==> config.mk <==
export PLATFORM = sky130hd
export DESIGN_NAME = class_file_stream_parser_unit
export DESIGN_NICKNAME = d
export VERILOG_FILES = /design/src/sv/cfsp_pkg.sv /design/src/sv/cfsp_front.sv /design/src/sv/cfsp_queue.sv /design/src/sv/class_file_stream_parser_unit.sv
export SDC_FILE = /design/constraint.sdc
export NUM_CORES = 1
export LEC_CHECK = 0
export ABC_AREA = 0
export BUFFER_PORTS_ARGS = -buffer_cell sky130_fd_sc_hd__buf_2
export CAP_MARGIN = 15
export CORE_ASPECT_RATIO = 0.75
export CORE_UTILIZATION = 60
export CTS_BUF_LIST = sky130_fd_sc_hd__clkbuf_2 sky130_fd_sc_hd__clkbuf_4 sky130_fd_sc_hd__clkbuf_8
export DETAILED_ROUTE_END_ITERATION = 12
export GPL_ROUTABILITY_DRIVEN = 0
export GPL_TIMING_DRIVEN = 0
export PLACE_DENSITY = 0.81
export REMOVE_ABC_BUFFERS = 1
export SLEW_MARGIN = 20
export SYNTH_ARGS = -nofsm -noshare
export SYNTH_HDL_FRONTEND = slang
export SYNTH_SLANG_ARGS = --single-unit
==> constraint.sdc <==
create_clock -name clk -period 10.2 [get_ports clk]
set_clock_uncertainty 0.1 [all_clocks]
set_input_delay 1.53 -clock clk [delete_from_list [all_inputs] [get_ports clk]]
set_output_delay 1.53 -clock clk [all_outputs]
set_load 0.02 [all_outputs]
==> src/sv/cfsp_pkg.sv <==
`default_nettype none
package cfsp_pkg;
	typedef enum logic [5:0] {
		K_MAGIC = 6'd0, K_MINOR = 6'd1, K_MAJOR = 6'd2, K_CPCOUNT = 6'd3, K_TAG = 6'd4,
		K_UTF8_LEN = 6'd5, K_UTF8_BYTE = 6'd6, K_INTEGER = 6'd7, K_FLOAT = 6'd8,
		K_LONG_HI = 6'd9, K_LONG_LO = 6'd10, K_DOUBLE_HI = 6'd11, K_DOUBLE_LO = 6'd12,
		K_CLASS_NAME = 6'd13, K_STRING = 6'd14, K_REF_CLASS = 6'd15, K_REF_NAT = 6'd16,
		K_NAT_NAME = 6'd17, K_NAT_DESC = 6'd18, K_MH_KIND = 6'd19, K_MH_INDEX = 6'd20,
		K_MT_DESC = 6'd21, K_INDY_BS = 6'd22, K_INDY_NAT = 6'd23, K_MODULE = 6'd24,
		K_PACKAGE = 6'd25, K_ACCESS = 6'd26, K_THIS = 6'd27, K_SUPER = 6'd28,
		K_IF_COUNT = 6'd29, K_INTERFACE = 6'd30, K_FIELDS_COUNT = 6'd31,
		K_F_ACCESS = 6'd32, K_F_NAME = 6'd33, K_F_DESC = 6'd34, K_F_ACOUNT = 6'd35,
		K_METHODS_COUNT = 6'd36, K_M_ACCESS = 6'd37, K_M_NAME = 6'd38,
		K_M_DESC = 6'd39, K_M_ACOUNT = 6'd40, K_CLASS_ACOUNT = 6'd41,
		K_ATTR_NAME = 6'd42, K_ATTR_LEN = 6'd43, K_ATTR_BYTE = 6'd44
	} kind_t;

	typedef enum logic [1:0] {OWN_FIELD = 2'd0, OWN_METHOD = 2'd1, OWN_CLASS = 2'd2} owner_t;

	// constant pool tags
	localparam logic [7:0] TAG_UTF8 = 8'd1, TAG_INTEGER = 8'd3, TAG_FLOAT = 8'd4;
	localparam logic [7:0] TAG_LONG = 8'd5, TAG_DOUBLE = 8'd6, TAG_CLASS = 8'd7;
	localparam logic [7:0] TAG_STRING = 8'd8, TAG_FIELDREF = 8'd9, TAG_METHODREF = 8'd10;
	localparam logic [7:0] TAG_IFMETHODREF = 8'd11, TAG_NAT = 8'd12, TAG_MHANDLE = 8'd15;
	localparam logic [7:0] TAG_MTYPE = 8'd16, TAG_INDY = 8'd18, TAG_MODULE = 8'd19;
	localparam logic [7:0] TAG_PACKAGE = 8'd20;

	localparam int QDEPTH = 2;
	localparam int QAW = 1;

	typedef struct packed {
		logic [5:0]  kind;
		logic [31:0] value;
		logic [7:0]  tag;
		logic [15:0] entry;
		logic [15:0] attr;
		logic        err;
		logic        done;
	} res_t;

	function automatic logic [2:0] kind_width(input kind_t k);
		case (k)
			K_MAGIC, K_INTEGER, K_FLOAT, K_LONG_HI, K_LONG_LO, K_DOUBLE_HI,
			K_DOUBLE_LO, K_ATTR_LEN: kind_width = 3'd4;
			K_TAG, K_UTF8_BYTE, K_MH_KIND, K_ATTR_BYTE: kind_width = 3'd1;
			default: kind_width = 3'd2;
		endcase
	endfunction
endpackage
`default_nettype wire

==> src/sv/cfsp_front.sv <==
`default_nettype none
// Assembles bytes into fields and walks the file structure; emits one result per field.
module cfsp_front (
	input  wire logic          clk,
	input  wire logic          arst_n,
	input  wire logic          in_valid,
	output logic               in_ready,
	input  wire logic [7:0]    in_byte,
	output logic               q_push,
	output cfsp_pkg::res_t     q_data,
	input  wire logic          q_full
);
	cfsp_pkg::kind_t  phase_q, phase_d;
	logic [2:0]  cnt_q, cnt_d;
	logic [23:0] asm_q, asm_d;
	logic [7:0]  tag_q, tag_d;
	logic [15:0] pidx_q, pidx_d, ptot_q, ptot_d, oidx_q, oidx_d, otot_q, otot_d;
	logic [15:0] aidx_q, aidx_d, atot_q, atot_d;
	logic [31:0] left_q, left_d;
	logic        stop_q, stop_d;
	cfsp_pkg::owner_t own_q, own_d;

	logic [31:0] val;
	logic        fire, complete, done;
	logic [16:0] pnext;
	logic [15:0] onext, anext;
	logic [31:0] lm1;

	assign in_ready = ~q_full;
	assign fire = in_valid & in_ready & ~stop_q;
	assign val = {asm_q, in_byte};
	assign lm1 = left_q - 32'd1;
	assign onext = oidx_q + 16'd1;
	assign anext = aidx_q + 16'd1;

	always_comb begin
		phase_d = phase_q; cnt_d = cnt_q; asm_d = asm_q; tag_d = tag_q;
		pidx_d = pidx_q; ptot_d = ptot_q; oidx_d = oidx_q; otot_d = otot_q;
		aidx_d = aidx_q; atot_d = atot_q; left_d = left_q; stop_d = stop_q; own_d = own_q;
		done = 1'b0;
		pnext = {1'b0, pidx_q} + 17'd1;
		q_data = '0;
		complete = (cnt_q + 3'd1) >= cfsp_pkg::kind_width(phase_q);
		q_push = fire & complete;
		q_data.kind = phase_q;
		q_data.value = val;
		if (fire) begin
			if (!complete) begin
				asm_d = val[23:0];
				cnt_d = cnt_q + 3'd1;
			end else begin
				asm_d = '0;
				cnt_d = '0;
				if (phase_q inside {[cfsp_pkg::K_TAG:cfsp_pkg::K_PACKAGE]}) begin
					q_data.tag = (phase_q == cfsp_pkg::K_TAG) ? in_byte : tag_q;
					q_data.entry = pidx_q;
				end else if (phase_q == cfsp_pkg::K_INTERFACE ||
					phase_q inside {[cfsp_pkg::K_F_ACCESS:cfsp_pkg::K_F_ACOUNT],
					[cfsp_pkg::K_M_ACCESS:cfsp_pkg::K_M_ACOUNT]}) begin
					q_data.entry = oidx_q;
				end else if (phase_q >= cfsp_pkg::K_ATTR_NAME) begin
					q_data.entry = (own_q == cfsp_pkg::OWN_CLASS) ? 16'd0 : oidx_q;
					q_data.attr = aidx_q;
				end
				if (phase_q inside {cfsp_pkg::K_LONG_LO, cfsp_pkg::K_DOUBLE_LO})
					pnext = {1'b0, pidx_q} + 17'd2;
				case (phase_q)
					cfsp_pkg::K_MAGIC: phase_d = cfsp_pkg::K_MINOR;
					cfsp_pkg::K_MINOR: phase_d = cfsp_pkg::K_MAJOR;
					cfsp_pkg::K_MAJOR: phase_d = cfsp_pkg::K_CPCOUNT;
					cfsp_pkg::K_CPCOUNT: begin
						ptot_d = val[15:0];
						pidx_d = 16'd1;
						phase_d = (val[15:0] > 16'd1) ? cfsp_pkg::K_TAG : cfsp_pkg::K_ACCESS;
					end
					cfsp_pkg::K_TAG: begin
						tag_d = in_byte;
						case (in_byte)
							cfsp_pkg::TAG_UTF8: phase_d = cfsp_pkg::K_UTF8_LEN;
							cfsp_pkg::TAG_INTEGER: phase_d = cfsp_pkg::K_INTEGER;
							cfsp_pkg::TAG_FLOAT: phase_d = cfsp_pkg::K_FLOAT;
							cfsp_pkg::TAG_LONG: phase_d = cfsp_pkg::K_LONG_HI;
							cfsp_pkg::TAG_DOUBLE: phase_d = cfsp_pkg::K_DOUBLE_HI;
							cfsp_pkg::TAG_CLASS: phase_d = cfsp_pkg::K_CLASS_NAME;
							cfsp_pkg::TAG_STRING: phase_d = cfsp_pkg::K_STRING;
							cfsp_pkg::TAG_FIELDREF, cfsp_pkg::TAG_METHODREF,
							cfsp_pkg::TAG_IFMETHODREF: phase_d = cfsp_pkg::K_REF_CLASS;
							cfsp_pkg::TAG_NAT: phase_d = cfsp_pkg::K_NAT_NAME;
							cfsp_pkg::TAG_MHANDLE: phase_d = cfsp_pkg::K_MH_KIND;
							cfsp_pkg::TAG_MTYPE: phase_d = cfsp_pkg::K_MT_DESC;
							cfsp_pkg::TAG_INDY: phase_d = cfsp_pkg::K_INDY_BS;
							cfsp_pkg::TAG_MODULE: phase_d = cfsp_pkg::K_MODULE;
							cfsp_pkg::TAG_PACKAGE: phase_d = cfsp_pkg::K_PACKAGE;
							default: begin
								q_data.err = 1'b1;
								stop_d = 1'b1;
							end
						endcase
					end
					cfsp_pkg::K_UTF8_LEN: begin
						left_d = val;
						if (val == 32'd0) begin
							pidx_d = pnext[15:0];
							phase_d = (pnext < {1'b0, ptot_q}) ? cfsp_pkg::K_TAG
								: cfsp_pkg::K_ACCESS;
						end else phase_d = cfsp_pkg::K_UTF8_BYTE;
					end
					cfsp_pkg::K_UTF8_BYTE: begin
						left_d = lm1;
						if (lm1 == 32'd0) begin
							pidx_d = pnext[15:0];
							phase_d = (pnext < {1'b0, ptot_q}) ? cfsp_pkg::K_TAG
								: cfsp_pkg::K_ACCESS;
						end
					end
					cfsp_pkg::K_LONG_HI: phase_d = cfsp_pkg::K_LONG_LO;
					cfsp_pkg::K_DOUBLE_HI: phase_d = cfsp_pkg::K_DOUBLE_LO;
					cfsp_pkg::K_REF_CLASS: phase_d = cfsp_pkg::K_REF_NAT;
					cfsp_pkg::K_NAT_NAME: phase_d = cfsp_pkg::K_NAT_DESC;
					cfsp_pkg::K_MH_KIND: phase_d = cfsp_pkg::K_MH_INDEX;
					cfsp_pkg::K_INDY_BS: phase_d = cfsp_pkg::K_INDY_NAT;
					cfsp_pkg::K_LONG_LO, cfsp_pkg::K_DOUBLE_LO, cfsp_pkg::K_INTEGER,
					cfsp_pkg::K_FLOAT, cfsp_pkg::K_CLASS_NAME, cfsp_pkg::K_STRING,
					cfsp_pkg::K_REF_NAT, cfsp_pkg::K_NAT_DESC, cfsp_pkg::K_MH_INDEX,
					cfsp_pkg::K_MT_DESC, cfsp_pkg::K_INDY_NAT, cfsp_pkg::K_MODULE,
					cfsp_pkg::K_PACKAGE: begin
						pidx_d = pnext[15:0];
						phase_d = (pnext < {1'b0, ptot_q}) ? cfsp_pkg::K_TAG
							: cfsp_pkg::K_ACCESS;
					end
					cfsp_pkg::K_ACCESS: phase_d = cfsp_pkg::K_THIS;
					cfsp_pkg::K_THIS: phase_d = cfsp_pkg::K_SUPER;
					cfsp_pkg::K_SUPER: phase_d = cfsp_pkg::K_IF_COUNT;
					cfsp_pkg::K_IF_COUNT: begin
						otot_d = val[15:0]; oidx_d = '0;
						phase_d = (val[15:0] == 16'd0) ? cfsp_pkg::K_FIELDS_COUNT
							: cfsp_pkg::K_INTERFACE;
					end
					cfsp_pkg::K_INTERFACE: begin
						oidx_d = onext;
						if (onext >= otot_q) phase_d = cfsp_pkg::K_FIELDS_COUNT;
					end
					cfsp_pkg::K_FIELDS_COUNT: begin
						otot_d = val[15:0]; oidx_d = '0;
						phase_d = (val[15:0] == 16'd0) ? cfsp_pkg::K_METHODS_COUNT
							: cfsp_pkg::K_F_ACCESS;
					end
					cfsp_pkg::K_F_ACCESS: phase_d = cfsp_pkg::K_F_NAME;
					cfsp_pkg::K_F_NAME: phase_d = cfsp_pkg::K_F_DESC;
					cfsp_pkg::K_F_DESC: phase_d = cfsp_pkg::K_F_ACOUNT;
					cfsp_pkg::K_METHODS_COUNT: begin
						otot_d = val[15:0]; oidx_d = '0;
						phase_d = (val[15:0] == 16'd0) ? cfsp_pkg::K_CLASS_ACOUNT
							: cfsp_pkg::K_M_ACCESS;
					end
					cfsp_pkg::K_M_ACCESS: phase_d = cfsp_pkg::K_M_NAME;
					cfsp_pkg::K_M_NAME: phase_d = cfsp_pkg::K_M_DESC;
					cfsp_pkg::K_M_DESC: phase_d = cfsp_pkg::K_M_ACOUNT;
					cfsp_pkg::K_F_ACOUNT, cfsp_pkg::K_M_ACOUNT, cfsp_pkg::K_CLASS_ACOUNT: begin
						atot_d = val[15:0]; aidx_d = '0;
						own_d = (phase_q == cfsp_pkg::K_F_ACOUNT) ? cfsp_pkg::OWN_FIELD :
							(phase_q == cfsp_pkg::K_M_ACOUNT) ? cfsp_pkg::OWN_METHOD
							: cfsp_pkg::OWN_CLASS;
						if (phase_q == cfsp_pkg::K_CLASS_ACOUNT) oidx_d = '0;
						if (val[15:0] != 16'd0) phase_d = cfsp_pkg::K_ATTR_NAME;
						else if (phase_q == cfsp_pkg::K_CLASS_ACOUNT) done = 1'b1;
						else begin
							oidx_d = onext;
							if (onext < otot_q)
								phase_d = (phase_q == cfsp_pkg::K_F_ACOUNT) ?
									cfsp_pkg::K_F_ACCESS : cfsp_pkg::K_M_ACCESS;
							else
								phase_d = (phase_q == cfsp_pkg::K_F_ACOUNT) ?
									cfsp_pkg::K_METHODS_COUNT : cfsp_pkg::K_CLASS_ACOUNT;
						end
					end
					cfsp_pkg::K_ATTR_NAME: phase_d = cfsp_pkg::K_ATTR_LEN;
					cfsp_pkg::K_ATTR_LEN, cfsp_pkg::K_ATTR_BYTE: begin
						left_d = (phase_q == cfsp_pkg::K_ATTR_LEN) ? val : lm1;
						if (phase_q == cfsp_pkg::K_ATTR_LEN && val != 32'd0)
							phase_d = cfsp_pkg::K_ATTR_BYTE;
						else if (left_d == 32'd0) begin
							aidx_d = anext;
							if (anext < atot_q) phase_d = cfsp_pkg::K_ATTR_NAME;
							else if (own_q == cfsp_pkg::OWN_CLASS) done = 1'b1;
							else begin
								oidx_d = onext;
								if (onext < otot_q)
									phase_d = (own_q == cfsp_pkg::OWN_FIELD) ?
										cfsp_pkg::K_F_ACCESS : cfsp_pkg::K_M_ACCESS;
								else
									phase_d = (own_q == cfsp_pkg::OWN_FIELD) ?
										cfsp_pkg::K_METHODS_COUNT : cfsp_pkg::K_CLASS_ACOUNT;
							end
						end else phase_d = cfsp_pkg::K_ATTR_BYTE;
					end
					default: ;
				endcase
				if (done) stop_d = 1'b1;
				q_data.done = done;
			end
		end
	end

	always_ff @(posedge clk or negedge arst_n) begin
		if (!arst_n) begin
			phase_q <= cfsp_pkg::K_MAGIC; cnt_q <= '0; asm_q <= '0; tag_q <= '0;
			pidx_q <= 16'd1; ptot_q <= '0; oidx_q <= '0; otot_q <= '0;
			aidx_q <= '0; atot_q <= '0; left_q <= '0; stop_q <= 1'b0;
			own_q <= cfsp_pkg::OWN_FIELD;
		end else begin
			phase_q <= phase_d; cnt_q <= cnt_d; asm_q <= asm_d; tag_q <= tag_d;
			pidx_q <= pidx_d; ptot_q <= ptot_d; oidx_q <= oidx_d; otot_q <= otot_d;
			aidx_q <= aidx_d; atot_q <= atot_d; left_q <= left_d; stop_q <= stop_d;
			own_q <= own_d;
		end
	end
endmodule
`default_nettype wire

==> src/sv/cfsp_queue.sv <==
`default_nettype none
// Two-entry result queue between the walker and the output port.
module cfsp_queue (
	input  wire logic          clk,
	input  wire logic          arst_n,
	input  wire logic          push,
	input  wire cfsp_pkg::res_t din,
	output logic               full,
	output logic               out_valid,
	input  wire logic          out_ready,
	output cfsp_pkg::res_t     dout
);
	cfsp_pkg::res_t mem_q [cfsp_pkg::QDEPTH];
	logic [cfsp_pkg::QAW-1:0] wp_q, rp_q;
	logic [cfsp_pkg::QAW:0]   cnt_q;
	logic pop;

	assign full = (cnt_q == (cfsp_pkg::QAW+1)'(cfsp_pkg::QDEPTH));
	assign out_valid = (cnt_q != '0);
	assign pop = out_valid & out_ready;
	assign dout = mem_q[rp_q];

	always_ff @(posedge clk) begin
		if (push) mem_q[wp_q] <= din;
	end

	always_ff @(posedge clk or negedge arst_n) begin
		if (!arst_n) begin
			wp_q <= '0; rp_q <= '0; cnt_q <= '0;
		end else begin
			if (push) wp_q <= wp_q + 1'b1;
			if (pop) rp_q <= rp_q + 1'b1;
			cnt_q <= cnt_q + (push ? 1'b1 : 1'b0) - (pop ? 1'b1 : 1'b0);
		end
	end
endmodule
`default_nettype wire

==> src/sv/class_file_stream_parser_unit.sv <==
`default_nettype none
// Byte-serial class file parser: one byte accepted per cycle when the result queue has room.
// Output: a completing byte's result is registered into the result queue on acceptance.
// Throughput: one byte per cycle while the result queue is not full.
// Reset: arst_n clears the walker to the magic field and empties the queue.
module class_file_stream_parser_unit (
	input  wire logic        clk,
	input  wire logic        arst_n,
	input  wire logic        in_valid,
	output logic             in_ready,
	input  wire logic [7:0]  data_byte,
	output logic             out_valid,
	input  wire logic        out_ready,
	output logic [5:0]       field_kind,
	output logic [31:0]      field_value,
	output logic [7:0]       pool_tag,
	output logic [15:0]      entry_index,
	output logic [15:0]      attribute_index,
	output logic             parse_error,
	output logic             parse_done
);
	logic push, full;
	cfsp_pkg::res_t qin, qout;

	cfsp_front u_front (
		.clk, .arst_n, .in_valid, .in_ready, .in_byte(data_byte),
		.q_push(push), .q_data(qin), .q_full(full)
	);

	cfsp_queue u_queue (
		.clk, .arst_n, .push, .din(qin), .full, .out_valid, .out_ready, .dout(qout)
	);

	assign field_kind = qout.kind;
	assign field_value = qout.value;
	assign pool_tag = qout.tag;
	assign entry_index = qout.entry;
	assign attribute_index = qout.attr;
	assign parse_error = qout.err;
	assign parse_done = qout.done;
endmodule
`default_nettype wire

==> results.md <==
- Crit start category: flip-flop
- Total setup buffers inserted after CTS: 0
- Sequential area share after synthesis: 0.5111
- Worst Setup Path Type: reg2reg
- N_diodes: 0
- Final nets: 1893
- First-pass GRT wire length: 71820 um
- Pin slew with the least headroom to its limit: 1159 ps
- Hold Crit Class: reg2reg
- CTS sink cnt: 336
- Final setup violating endpoints: 0
- Post-Syn Instances: 1761
- CP Capture Type: flip-flop
- Ys async rst share: 0.5238
- Largest net degree at the start of global routing: 64
- Worst R2R Path Depth: 13
- CTS H-tree depth: 2
- WP data required: 10560 ps
- Drt total wl: 44920 um
- Post-DP Area: 18950 um^2
- CTS resizes: 0
- Setup TNS: 0 ps
- Period Utilization, post-route: 0.5859
- Top cells by count, synth: nand2_1, dfrtp_1, edfxtp_1
- Launching point of the worst reg2reg path: u_front.phase_q[0]
- Die Span Y: 152.1 um
- Multiplexer area fraction after synthesis: 0.07659
- Core area: 29320 um^2
- Final design utilization: 0.6887
- IO Pins: 94
- Die width: 202.1 um
- Number of global-route vias before repair: 13640
- Fin. max-slew vios: 0
- Antenna viol nets, final: 0
- Post-Synth Simple-Gate Area: 0.1673
- Reg2reg end: u_front.atot_q[13]
- Top cells by area, synth: edfxtp_1, dfrtp_1, mux2_2, nand2_1, ha_1
- Hold path start: u_front.cnt_q[1]
- Post-synth top area share: 0.2666
- Synth Flop Type: dfrtp_1
- Synthesized area: 18020 um^2
- Max cap viols: 0
- Vias per cell: 6.325
- Total Power: 0.005642 W
- Number of port buffers: 93
- Clock latency on the worst-skew pair: 600 ps
- Syn_area_per_cell: 10.23 um^2
- F_max: 167.3 MHz
- Initial Util: 0.6145
- DRC: 0
- Row cnt: 54
- Clk slew on worst S/H paths: 70 ps
- Total GRT Usage: 0.2917
- Compound-Gate Fraction of Synth Area: 0.1319
- Distinct cell type count after synthesis: 75
- Worst slew margin: 0.2243
- Final hold vios: 0
- Synth Area in XOR/XNOR: 0.03159
- Synthesis-stage register bit count: 336
- Post-CTS Hold Fix Bufs: 0
- First-iteration detailed-routing DRC count: 1843
- Worst-path fanout max: 33
- Die Area: 30740 um^2
- DP HPWL: 30170 um
- Design Area, Final: 20190 um^2
- Largest family of logic cells by synthesized area: simple AND/OR/NAND/NOR gates
- Post-synth EDFFs: 160
- R2R Setup Slk: 4220 ps
- Ys Warns: 0
- Area leader, netlist: edfxtp_1
- Vias: 14270
- DRT Pass-1 Iters: 7
- PD cells: 279.4 nW/um^2
- Pleak: 8.565 nW
- Max VDD drop: 0.1424 mV
- Overflow after GRT: 0
- Hold WS: 395.0 ps
- Most common cell in the netlist: nand2_1
- Hold EP: u_front.cnt_q[1]
- Final worst path period need: 5976 ps
- TritonCTS Buffers: 51
- FILL cells: 2094
- CTS Buffer Depth: 3
- TritonCTS clock tree: built
- RSZ-0062 raised after global routing: no
- Synthesized-area fraction occupied by adder cells: 0.04222
- Worst hold path depth: 2
- CP arrival: 6340 ps
- Outcome: completed
- Fraction of layout cells with a size suffix above 1: 0.1883
- WL/cell: 19.91 um
- Initial antenna violation count: 0
- Area growth syn-to-layout: 12.07%
- Root Buffer: clkbuf_8
## cells in the final DEF, fill, tap and decap left out, drive strengths merged, types with 13 or more instances in the layout
cell type and n:
a21oi 95, a22o 16, nand4 34, o22ai 23, a21o 15, edfxtp 160
nand2 210, nor4 20, clkbuf 76, nand2b 26, nand3 46, mux2i 13
nor2 103, o21ai 139, and3 48, xnor2 41, xor2 24, nor3 43
buf 110, dfrtp 175, mux2 111, ha 60, a31oi 23, inv 79
## kinds of logic after synthesis
logic type,after synthesis
XOR/XNOR,65
flip-flops,336
buffers and inverters,184
adder cells (fa/ha/maj),61
AO/OA/AOI/OAI,389
multiplexers,124
AND/OR/NAND/NOR,602
## power by group
part           internal, W  switching, W  total [W]
registers          0.00184      0.000414    0.00225
clock network     0.000757      0.000534    0.00129
logic             0.000807       0.00129    0.00210
## critical path, stage by stage (launching register included)
cell and delay [ps]:
dfrtp_1 990, nand2_1 400, nor2_1 180, nand2_1 70
a211o_1 310, o21ai_0 110, nand2b_1 180, ha_1 250
nand2_1 80, o21ai_2 150, nand2_1 690, clkinv_1 990
nand2_2 890, mux2_2 420
## stage by stage
| step | setup WS, ps | instances |
|---|---|---|
| after floorplan | 2413 | 1658 |
| after global placement | -1671 | 2143 |
| after detailed placement | 4237 | 2159 |
| after CTS | 4138 | 2255 |
| after global routing | 4001 | 2256 |
| final | 4224 | 2256 |
## worst max path at each step
stage	endpoint	from	cells past startpoint	slack, ps
3_3_place_gp	u_queue.mem_q[0][41]	u_front.phase_q[1]	9	-1670
3_5_place_dp	u_front.left_q[0]	u_front.phase_q[0]	15	4240
6_report	u_front.atot_q[13]	u_front.phase_q[0]	13	4220
5_1_grt	u_front.left_q[0]	u_front.phase_q[0]	15	4000
2_1_floorplan	u_queue.mem_q[0][0]	u_front.phase_q[0]	11	2410
4_1_cts	u_front.left_q[0]	u_front.phase_q[0]	15	4140
## state kept, by name, summed over array words and instances (netlist names)
register,flops
u_front.pidx_q,16
u_front.phase_q,6
u_front.aidx_q,16
u_queue.rp_q,1
u_front.oidx_q,16
u_front.tag_q,8
u_front.atot_q,16
u_queue.mem_q,160
u_front.left_q,32
u_queue.wp_q,1
u_queue.cnt_q,2
u_front.stop_q,1
u_front.asm_q,24
u_front.ptot_q,16
u_front.cnt_q,3
u_front.own_q,2
u_front.otot_q,16
## per-layer routing
metal	vias to the layer above	track usage	part of all wire
met3	114	0.05813	0.10
met1	6865	0.4167	0.42
li1	6537	-	-
met4	0	0.09130	0.025
met5	-	0	0
met2	753	0.4508	0.45
## cell type report
cell class / instances / area, um^2 / area share
Timing Repair Buffer: 110 / 805.8 / 0.03990
Tap cell: 392 / 490.5 / 0.02429
Sequential cell: 336 / 9214 / 0.4563
Clock buffer: 76 / 958.4 / 0.04746
Clock inverter: 20 / 257.7 / 0.01276
Inverter: 81 / 304.0 / 0.01506
Multi-Input combinational cell: 1241 / 8164 / 0.4043
No activity file was read; power rests on OpenSTA's default activity.
